<file path="config.mk">
export PLATFORM = sky130hd
export DESIGN_NAME = pvm_result_fifo
export DESIGN_NICKNAME = d
export VERILOG_FILES = /design/src/rtl/pvm_pkg.sv /design/src/rtl/pvm_result_fifo.sv
export SDC_FILE = /design/constraint.sdc
export NUM_CORES = 1
export LEC_CHECK = 0
export ABC_AREA = 1
export BUFFER_PORTS_ARGS = -buffer_cell sky130_fd_sc_hd__buf_2
export CAP_MARGIN = 0
export CORE_AREA = 2 2 47 49
export DETAILED_ROUTE_END_ITERATION = 8
export DIE_AREA = 0 0 49 51
export GPL_TIMING_DRIVEN = 0
export PLACE_DENSITY = 0.77
export SKIP_LAST_GASP = 1
export SLEW_MARGIN = 20
export SYNTH_ARGS = -nofsm -noshare
export SYNTH_HDL_FRONTEND = slang
export SYNTH_SLANG_ARGS = --single-unit
</file>
<file path="constraint.sdc">
create_clock -name clk -period 1.8 [get_ports clk]
set_input_delay 0.18 -clock clk [delete_from_list [all_inputs] [get_ports clk]]
set_output_delay 0.18 -clock clk [all_outputs]
set_load 0.005 [all_outputs]
</file>
<file path="src/rtl/pvm_pkg.sv">
package pvm_pkg;

  // Field widths
  localparam int COORD_W   = 32;
  localparam int DIM_W     = 10;
  localparam int VADDR_W   = 20;
  localparam int VAL_W     = 8;
  localparam int DIMS_W    = 3 * DIM_W;
  localparam int LIN_W     = DIMS_W + 1;
  localparam int CFG_W     = 32;
  localparam int CFG_IDX_W = 3;

  // Result queue
  localparam int FIFO_DEPTH = 8;
  localparam int FIFO_PTR_W = $clog2(FIFO_DEPTH);
  localparam int FIFO_CNT_W = $clog2(FIFO_DEPTH + 1);

  // Request types
  localparam logic REQ_WRITE    = 1'b0;
  localparam logic REQ_CLASSIFY = 1'b1;

  // Register indexes
  localparam logic [CFG_IDX_W-1:0] CFG_BASE_X    = 3'd0;
  localparam logic [CFG_IDX_W-1:0] CFG_BASE_Y    = 3'd1;
  localparam logic [CFG_IDX_W-1:0] CFG_BASE_Z    = 3'd2;
  localparam logic [CFG_IDX_W-1:0] CFG_INV_X     = 3'd3;
  localparam logic [CFG_IDX_W-1:0] CFG_INV_Y     = 3'd4;
  localparam logic [CFG_IDX_W-1:0] CFG_INV_Z     = 3'd5;
  localparam logic [CFG_IDX_W-1:0] CFG_GRID_DIMS = 3'd6;
  localparam logic [CFG_IDX_W-1:0] CFG_EMPTY     = 3'd7;

  // Per-axis index result
  typedef struct packed {
    logic             ok;
    logic [DIM_W-1:0] idx;
  } axis_res_t;

  // Request fields carried down the pipeline
  typedef struct packed {
    logic               req_type;
    logic [VADDR_W-1:0] voxel_addr;
    logic [VAL_W-1:0]   voxel_value;
  } req_info_t;

endpackage

</file>
<file path="src/rtl/pvm_result_fifo.sv">
// Small queue of keep flags between the pipeline and the output channel.
module pvm_result_fifo (
  input  logic clk,
  input  logic rst,
  input  logic push,
  input  logic push_keep,
  input  logic pop,
  output logic out_valid,
  output logic keep
);

  localparam int PW = pvm_pkg::FIFO_PTR_W;
  localparam int CW = pvm_pkg::FIFO_CNT_W;

  logic          entries [pvm_pkg::FIFO_DEPTH];
  logic [PW-1:0] wr_ptr;
  logic [PW-1:0] rd_ptr;
  logic [CW-1:0] count;

  // pointers and fill level
  always_ff @(posedge clk) begin
    if (rst) begin
      wr_ptr <= '0;
      rd_ptr <= '0;
      count  <= '0;
    end else begin
      if (push) begin
        wr_ptr <= wr_ptr + PW'(1);
      end
      if (pop) begin
        rd_ptr <= rd_ptr + PW'(1);
      end
      count <= count + CW'(push) - CW'(pop);
    end
  end

  // storage
  always_ff @(posedge clk) begin
    if (push) begin
      entries[wr_ptr] <= push_keep;
    end
  end

  assign out_valid = (count != '0);
  assign keep      = entries[rd_ptr];

endmodule

</file>
==> results_dict.tcl <==
set metrics [dict create \
    synthToLayoutAreaGrowth_pct 9.55 \
    p_seq_frac 0.536 \
    combPwrFrac 0.252 \
    cap_violations 0 \
    finalSetupTns_ps 0 \
    synth_ff_type "dfxtp_1" \
    grt_use_total 0.132 \
    worstPathRequired_ps 2010 \
    dr.pass1.iters 4 \
    p_total_w 0.00105 \
    powerDensity_nw_per_um2 992 \
    clk_latency_ps 310 \
    regArea_sq_um 500 \
    clock_sinks 21 \
    gp_congestion 0.720 \
    reg2regPathDepth 8 \
    ys_types 15 \
    fin_skew_ps 4.99 \
    worstReg2RegEnd "count[2]$_SDFF_PP0_" \
    synth.most_common_cell "inv_1" \
    htreeDepth 1 \
    synth_commonest_cells "inv_1, nand2_1, nor2_1" \
    syn_area_sq_um 970 \
    grt_setup_unrepaired "no" \
    wl_per_cell_microns 9.27 \
    setup_viol 0 \
    p_sw_frac 0.300 \
    drc_errors 0 \
    hp-class "in -> reg" \
    drt_iter0_drc 8 \
    clk_path_buf_depth 2 \
    endpoint_kind "register" \
    multi_input_area_sq_um 372 \
    path_max_fanout 2 \
    final.fill_count 203 \
    hold_viol_final 0 \
    tritoncts "built" \
    cts_setup_buffers 0 \
    critical_path_class "reg -> reg" \
    routed_wl_mm 1.42 \
    synth_top_area_frac 0.268 \
    ant_nets 0 \
    drive_above_1_share 0.104 \
    gr-total-overflow 0 \
    hpwlAfterDp_mm 1.15 \
    row_count 17 \
    grt_start_max_net_pins 13 \
    ir_worst_vdd_mv 0.815 \
    num_vias 687 \
    synth_edf_count 8 \
    grt_pass1_vias 650 \
    yosys.area.top_type "dfxtp_1" \
    ctsHoldBuffers 0 \
    r2r_slack_ps 200 \
    fin_crit_sh 0.891 \
    r2r-start "count[0]$_SDFF_PP0_" \
    p_switching_w 0.000317 \
    synthCells 115 \
    yosysWarnings 0 \
    avgSynthCellArea_sq_um 8.43 \
    finalCriticalPeriod_ps 1600 \
    p_clk_frac 0.212 \
    async_flop_share 0 \
    cp-start-kind "register" \
    start_util 0.470 \
    drv_slew 0 \
    syn_nets 128 \
    grt_pass1_wl_mm 2.57 \
    die_y_microns 51 \
    finalNetCount 139 \
    worstPathArrival_ps 1820 \
    io_pins 7 \
    ys_ff_latch 21 \
    worstMarginPinSlew_ps 209 \
    status "finished clean" \
    p_leak_nw 0.505 \
    startpoint "count[0]$_SDFF_PP0_" \
    slew_headroom 0.860 \
    cts_buffers 3 \
    fp.dieArea_sq_um 2500 \
    p_int_w 0.000738 \
    antennaDiodeCount 0 \
    synth_top_cells_by_area "dfxtp_1, edfxtp_1, inv_1" \
    fmax_ghz 0.623 \
    clk_pin_slew_worst_paths_ps 110 \
    vias_per_cell 4.49 \
    die_w_microns 49 \
    synth-seq-area-share 0.516 \
    design.core.area_sq_um 2060 \
    antenna_found_initial 0 \
    port_buffers 6 \
    clockRootBuffer "clkbuf_4" \
    cp-endpoint "count[2]$_SDFF_PP0_" \
    postCtsResizedCells 0 \
]
==> cell usage in the layout (no fill, tap or decap) <==
cell type  instances
a21oi_1            6
a21oi_2            1
buf_2              6
clkbuf_4           3
clkinv_2           1
dfxtp_1           13
edfxtp_1           8
fa_1               1
ha_1               7
inv_1             25
inv_2              1
nand2_1           24
nand3_1            7
nor2_1            15
o21ai_0            4
or2_1              1
or2_4              1
xnor2_1            1
==> logic make-up after synthesis <==
| family | count (synthesis) | share of synthesized area |
|---|---|---|
| AND/OR/NAND/NOR | 48 | 0.203 |
| buffers and inverters | 26 | 0.101 |
| flip-flops | 21 | 0.516 |
| AO/OA/AOI/OAI | 11 | 0.0606 |
| adder cells (fa/ha/maj) | 8 | 0.111 |
| XOR/XNOR | 1 | 0.00903 |
==> worst min-delay path by stage <==
stage,end,from,depth (start not counted)
detailed placement,wr_ptr[0]$_SDFFE_PP0P_,rst,2
global route,wr_ptr[0]$_SDFFE_PP0P_,rst,2
global placement,wr_ptr[0]$_SDFFE_PP0P_,rst,2
finish,wr_ptr[0]$_SDFFE_PP0P_,rst,2
CTS,wr_ptr[0]$_SDFFE_PP0P_,rst,2
floorplan,wr_ptr[0]$_SDFFE_PP0P_,rst,1
==> critical path, stage by stage, from the launching register on <==
cell     delay, ps
dfxtp_1        330
inv_1           50
ha_1           270
inv_1           50
ha_1           150
inv_1           50
fa_1           370
o21ai_0        170
a21oi_1         50
==> layer usage <==
metal,up-vias,global-route usage,routed length [microns]
met5,-,0,0
met4,0,0.0762,28
met3,2,0.0146,29
met2,9,0.215,722
met1,303,0.172,638
li1,373,-,-
==> area by class of cell <==
cell class / instances / area share
clock inverter: 1 / 0.00471
inverter: 26 / 0.0919
tap: 28 / 0.0330
timing repair buffer: 6 / 0.0283
multi-input combinational: 68 / 0.350
sequential: 21 / 0.471
clock buffer: 3 / 0.0212
==> power groups by stage <==
stage / Sequential, W / Clock (W) / Combinational, W
final: 0.000565 / 0.000224 / 0.000265
after global routing: 0.000573 / 0.000251 / 0.000318
after CTS: 0.000566 / 0.000234 / 0.000269
after detailed placement: 0.000577 / 0 / 0.000268
after global placement: 0.000575 / 0 / 0.000250
after floorplan: 0.000571 / 0 / 0.000202
==> metrics by stage <==
stage	cell area (sq um)	util	instances	setup WS, ps	hold slack, ps
2_1_floorplan	970	-	115	300	242
3_3_place_gp	1030	0.502	149	218	418
3_5_place_dp	1030	0.502	149	201	420
4_1_cts	1060	0.515	153	197	82.6
5_1_grt	1060	0.515	153	21.8	92.7
6_report	1060	0.515	153	196	91.2
Note: power is estimated with default switching activity, not from simulation.
