[config.mk]
export PLATFORM = sky130hd
export DESIGN_NAME = pvm_axis
export DESIGN_NICKNAME = d
export VERILOG_FILES = /design/src/rtl/pvm_pkg.sv /design/src/rtl/pvm_axis.sv
export SDC_FILE = /design/constraint.sdc
export NUM_CORES = 2
export LEC_CHECK = 0
export ABC_AREA = 1
export BUFFER_PORTS_ARGS = -buffer_cell sky130_fd_sc_hd__buf_2
export CAP_MARGIN = 15
export CELL_PAD_IN_SITES_DETAIL_PLACEMENT = 1
export CELL_PAD_IN_SITES_GLOBAL_PLACEMENT = 2
export CORE_ASPECT_RATIO = 1.5
export CORE_MARGIN = 2
export CORE_UTILIZATION = 35
export DETAILED_ROUTE_END_ITERATION = 10
export PLACE_DENSITY_LB_ADDON = 0.2
export SLEW_MARGIN = 10
export SYNTH_ARGS = -nofsm -noshare
export SYNTH_HDL_FRONTEND = slang
export SYNTH_SLANG_ARGS = --single-unit
[constraint.sdc]
create_clock -name clk -period 6.8 [get_ports clk]
set_clock_uncertainty 0.2 [all_clocks]
set_input_delay 0.34 -clock clk [delete_from_list [all_inputs] [get_ports clk]]
set_output_delay 0.34 -clock clk [all_outputs]
set_load 0.05 [all_outputs]
[src/rtl/pvm_pkg.sv]
package pvm_pkg;

  // Field widths
  localparam int COORD_W   = 32;
  localparam int DIM_W     = 10;
  localparam int VADDR_W   = 20;
  localparam int VAL_W     = 8;
  localparam int DIMS_W    = 3 * DIM_W;
  localparam int LIN_W     = DIMS_W + 1;
  localparam int CFG_W     = 32;
  localparam int CFG_IDX_W = 3;

  // Result queue
  localparam int FIFO_DEPTH = 8;
  localparam int FIFO_PTR_W = $clog2(FIFO_DEPTH);
  localparam int FIFO_CNT_W = $clog2(FIFO_DEPTH + 1);

  // Request types
  localparam logic REQ_WRITE    = 1'b0;
  localparam logic REQ_CLASSIFY = 1'b1;

  // Register indexes
  localparam logic [CFG_IDX_W-1:0] CFG_BASE_X    = 3'd0;
  localparam logic [CFG_IDX_W-1:0] CFG_BASE_Y    = 3'd1;
  localparam logic [CFG_IDX_W-1:0] CFG_BASE_Z    = 3'd2;
  localparam logic [CFG_IDX_W-1:0] CFG_INV_X     = 3'd3;
  localparam logic [CFG_IDX_W-1:0] CFG_INV_Y     = 3'd4;
  localparam logic [CFG_IDX_W-1:0] CFG_INV_Z     = 3'd5;
  localparam logic [CFG_IDX_W-1:0] CFG_GRID_DIMS = 3'd6;
  localparam logic [CFG_IDX_W-1:0] CFG_EMPTY     = 3'd7;

  // Per-axis index result
  typedef struct packed {
    logic             ok;
    logic [DIM_W-1:0] idx;
  } axis_res_t;

  // Request fields carried down the pipeline
  typedef struct packed {
    logic               req_type;
    logic [VADDR_W-1:0] voxel_addr;
    logic [VAL_W-1:0]   voxel_value;
  } req_info_t;

endpackage

[src/rtl/pvm_axis.sv]
// One axis lane: offset, scale by reciprocal spacing, truncate, range check.
// Three register stages: magnitude, product, index result.
module pvm_axis #(
  parameter int FRAC_BITS = 16
) (
  input  logic                        clk,
  input  logic [pvm_pkg::COORD_W-1:0] point,
  input  logic [pvm_pkg::COORD_W-1:0] base,
  input  logic [pvm_pkg::COORD_W-1:0] inv,
  input  logic [pvm_pkg::DIM_W-1:0]   dim,
  output pvm_pkg::axis_res_t          res
);

  localparam int CW     = pvm_pkg::COORD_W;
  localparam int PROD_W = 2 * CW;
  localparam int SHIFT  = 2 * FRAC_BITS;
  localparam int DW     = pvm_pkg::DIM_W;

  logic [CW:0]       diff;
  logic [CW-1:0]     mag;
  logic              neg;
  logic [PROD_W-1:0] prod;
  logic              neg_p;
  logic              q_zero;
  logic              q_hi_zero;
  logic [DW-1:0]     q_idx;

  // exact signed difference, 33 bits
  assign diff = {point[CW-1], point} - {base[CW-1], base};

  // stage 1: sign and magnitude (magnitude always fits 32 bits)
  always_ff @(posedge clk) begin
    neg <= diff[CW];
    if (diff[CW]) begin
      mag <= CW'(-diff);
    end else begin
      mag <= diff[CW-1:0];
    end
  end

  // stage 2: 32x32 product
  always_ff @(posedge clk) begin
    prod  <= mag * inv;
    neg_p <= neg;
  end

  // stage 3: truncate and range check
  assign q_zero    = ~|prod[PROD_W-1:SHIFT];
  assign q_hi_zero = ~|prod[PROD_W-1:SHIFT+DW];
  assign q_idx     = prod[SHIFT+DW-1:SHIFT];

  always_ff @(posedge clk) begin
    res.ok  <= q_hi_zero && (q_idx < dim) && (!neg_p || q_zero);
    res.idx <= q_idx;
  end

endmodule

==> flow_metrics.tcl <==
set metrics [dict create \
    ys_ff_latch 77 \
    whs_ns 0.121 \
    drc 0 \
    period_share_pct 103 \
    hold_buffers 0 \
    critPathLaunchType "flip-flop" \
    crit_start "mag[15]" \
    clk_pin_slew_ns 0.07 \
    cts_buffers 9 \
    port_buffers 117 \
    clkLatencyLatePin_ns 0.37 \
    relSlewSlack_pct 59.3 \
    antenna_found_initial 4 \
    max_cap_violations 0 \
    cpMostUsedCell "fa_1" \
    status "finished, violations left" \
    core_mm2 0.113 \
    hp-start "base[0]" \
    htreeDepth 3 \
    start_util_pct 35.3 \
    post_drt_wl_per_cell_um 19.8 \
    whs_path_depth 3 \
    cp-end-kind "flip-flop" \
    num_rows 151 \
    rsz0062_at_grt "true" \
    place_congestion 0.891 \
    fillers 13912 \
    grt.total_usage_pct 25.3 \
    die_y_um 417 \
    clockBufferDepth 2 \
    fin_util_pct 42.7 \
    via_per_inst 4.67 \
    reg2reg_slack_ns -0.22 \
    first_pass_iters 4 \
    drt_wl_total_um 144000 \
    dp_hpwl_um 125000 \
    dpl_cell_area_mm2 0.0460 \
    drtIter0Drc 1203 \
    setup_viol 31 \
    die_w_um 280 \
    hold_end "mag[0]" \
    arrival_ns 7.10 \
    syn2layout_area_growth_pct 21.0 \
    root_buffer "clkbuf_16" \
    ys_seq_area_share_pct 3.87 \
    overflow 0 \
    cp.required_ns 6.87 \
    drive_above_1_share_pct 17.0 \
    postRouteAntennaNets 0 \
    tightest_slew_ns 0.605 \
    slowest_delay_ns 0.66 \
    nets 7154 \
    synthDistinctLibCells 50 \
    crit_type "flip-flop to flip-flop" \
    synth_area_mm2 0.0399 \
    layout_setup_ws_ns -0.223 \
    crit_buf_inv 8 \
    crit_family "adder cells" \
    r2r_cells 27 \
    die_area_mm2 0.117 \
    cts_sinks 77 \
    cp.depth 27 \
    grt_first_pass_wirelength_um 222000 \
    fmax_mhz 142 \
    cp_max_fo 6 \
    final_cell_area_mm2 0.0482 \
    syn-num-nets 6695 \
    crit_path_top_delay_cell "fa_2" \
    grt_max_degree 28 \
    postSynthCellCount 5390 \
    cts_tree "built" \
    dr_total_vias 34116 \
    violations "negative setup slack" \
    maxSlewViolCount 0 \
    hp-class "primary input to flip-flop" \
    r2r-start "mag[15]" \
    io_pins 118 \
    grt_pass1_vias 39360 \
    r2r-end "prod[45]" \
    hold_viol 0 \
    finalCriticalPeriod_ns 7.02 \
    syn_area_per_cell_um2 7.40 \
    synth_warnings 0 \
]
==> state kept, by name (all words and copies together), names as in the netlist <==
signal,flops
mag,32
neg,1
res,11
prod,32
neg_p,1
==> layout make-up <==
class                   count  area (µm²)  area share, %
diodes                      1        2.50        0.00519
clock buffers              10         239          0.496
clock inverters             6        51.3          0.106
inverters                1833        6890           14.3
multi-input cells        3285       32000           66.4
flip-flops and latches     77        1570           3.26
well taps                1453        1820           3.77
repair buffers            643        5650           11.7
==> Yosys cell counts, drive strengths merged <==
cell type / count / area (µm²)
a21o: 4 / 30.0
nand4: 16 / 100
o21bai: 2 / 15.0
nand3: 74 / 400
nor4: 7 / 43.8
a31oi: 19 / 125
nor3: 15 / 80.1
nand3b: 5 / 50.1
o21a: 13 / 97.6
clkinv: 1 / 3.75
o2111ai: 2 / 17.5
nor2: 207 / 807
nand2: 1443 / 5450
a21oi: 129 / 646
clkbuf: 192 / 721
o211a: 1 / 10.0
fa: 896 / 17900
buf: 3 / 21.3
xor2: 45 / 428
a21boi: 4 / 30.0
o221ai: 1 / 8.76
o211ai: 5 / 37.5
o31ai: 1 / 7.51
or4: 2 / 15.0
a211oi: 2 / 15.0
a221oi: 1 / 8.76
o311ai: 1 / 8.76
o21ai: 62 / 314
ha: 302 / 3780
o31a: 1 / 8.76
or2: 1 / 6.26
xnor2: 19 / 181
inv: 1832 / 6880
o221a: 1 / 11.3
a41oi: 1 / 8.76
and3: 3 / 18.8
dfxtp: 77 / 1540
==> per-stage QoR <==
step                std cells  TNS (ns)  worst slack, ns
CTS                      7288     -5.39           -0.324
global route             7307    -10.90           -0.443
finish                   7308     -3.62           -0.223
detailed placement       7246    -14.89           -0.626
global placement         7246    -13.98           -0.601
floorplan                5390         0            0.202
==> tightest hold or removal path, cell delays in order <==
cell	delay [ns]
buf_2	0.08
ha_1	0.16
inv_1	0.06
==> how the worst max path moves through the flow <==
stage | slack [ns] | endpoint
2_1_floorplan | 0.20 | prod[50]
3_3_place_gp | -0.60 | prod[59]
3_5_place_dp | -0.63 | prod[59]
4_1_cts | -0.32 | prod[40]
5_1_grt | -0.44 | prod[45]
6_report | -0.22 | prod[45]
==> cells by family (layout without fill, tap and decap cells) <==
logic type	after synthesis	count (layout)	share of synthesized area (%)
xor+xnor	64	64	1.53
buf+inv	2028	2492	19.1
other cells	0	1	0
simple gates	1773	1773	17.5
compound gates	250	250	3.51
fa+ha+maj	1198	1198	54.5
flops	77	77	3.87
==> routing by layer <==
metal	part of all wire (%)	global-route usage, %
met1	33	24.7
met5	0.020	0
met2	58	52.6
met3	1.8	1.19
met4	6.3	12.5
==> placed cells by master, fill, tap and decap left out, types with 7 or more instances in the layout <==
master / netlist / routed
o21a_1: 13 / 13
nor4_1: 7 / 7
dfxtp_2: 0 / 8
xor2_1: 42 / 39
nand4_1: 16 / 16
nor2_4: 3 / 21
a21oi_2: 0 / 39
o21ai_0: 61 / 27
ha_1: 302 / 279
xnor2_1: 17 / 13
inv_2: 0 / 51
nor2_1: 201 / 151
buf_2: 2 / 117
nand2_4: 3 / 11
fa_2: 0 / 45
dfxtp_1: 77 / 64
o21ai_2: 1 / 11
inv_1: 1832 / 1779
nand2_2: 4 / 29
buf_4: 0 / 424
a21oi_1: 129 / 79
o21ai_1: 0 / 21
nand3_1: 68 / 63
fa_1: 896 / 851
nand2_1: 1436 / 1402
nor3_1: 14 / 13
buf_12: 0 / 80
a21oi_4: 0 / 11
nand3_2: 6 / 10
nor2_2: 3 / 35
buf_6: 1 / 18
a31oi_1: 18 / 13
ha_4: 0 / 23
clkbuf_16: 0 / 11
==> what timing repair did <==
action / CTS / global route
setup buffers: 26 / 21
gates resized for setup: 237 / 193
gates cloned: 3 / 2
pin swaps: 61 / 117
setup endpoints to repair: 32 / 32
Power is not shown: default switching activity piles up to over one toggle a cycle in this logic, so the estimate is an artifact.
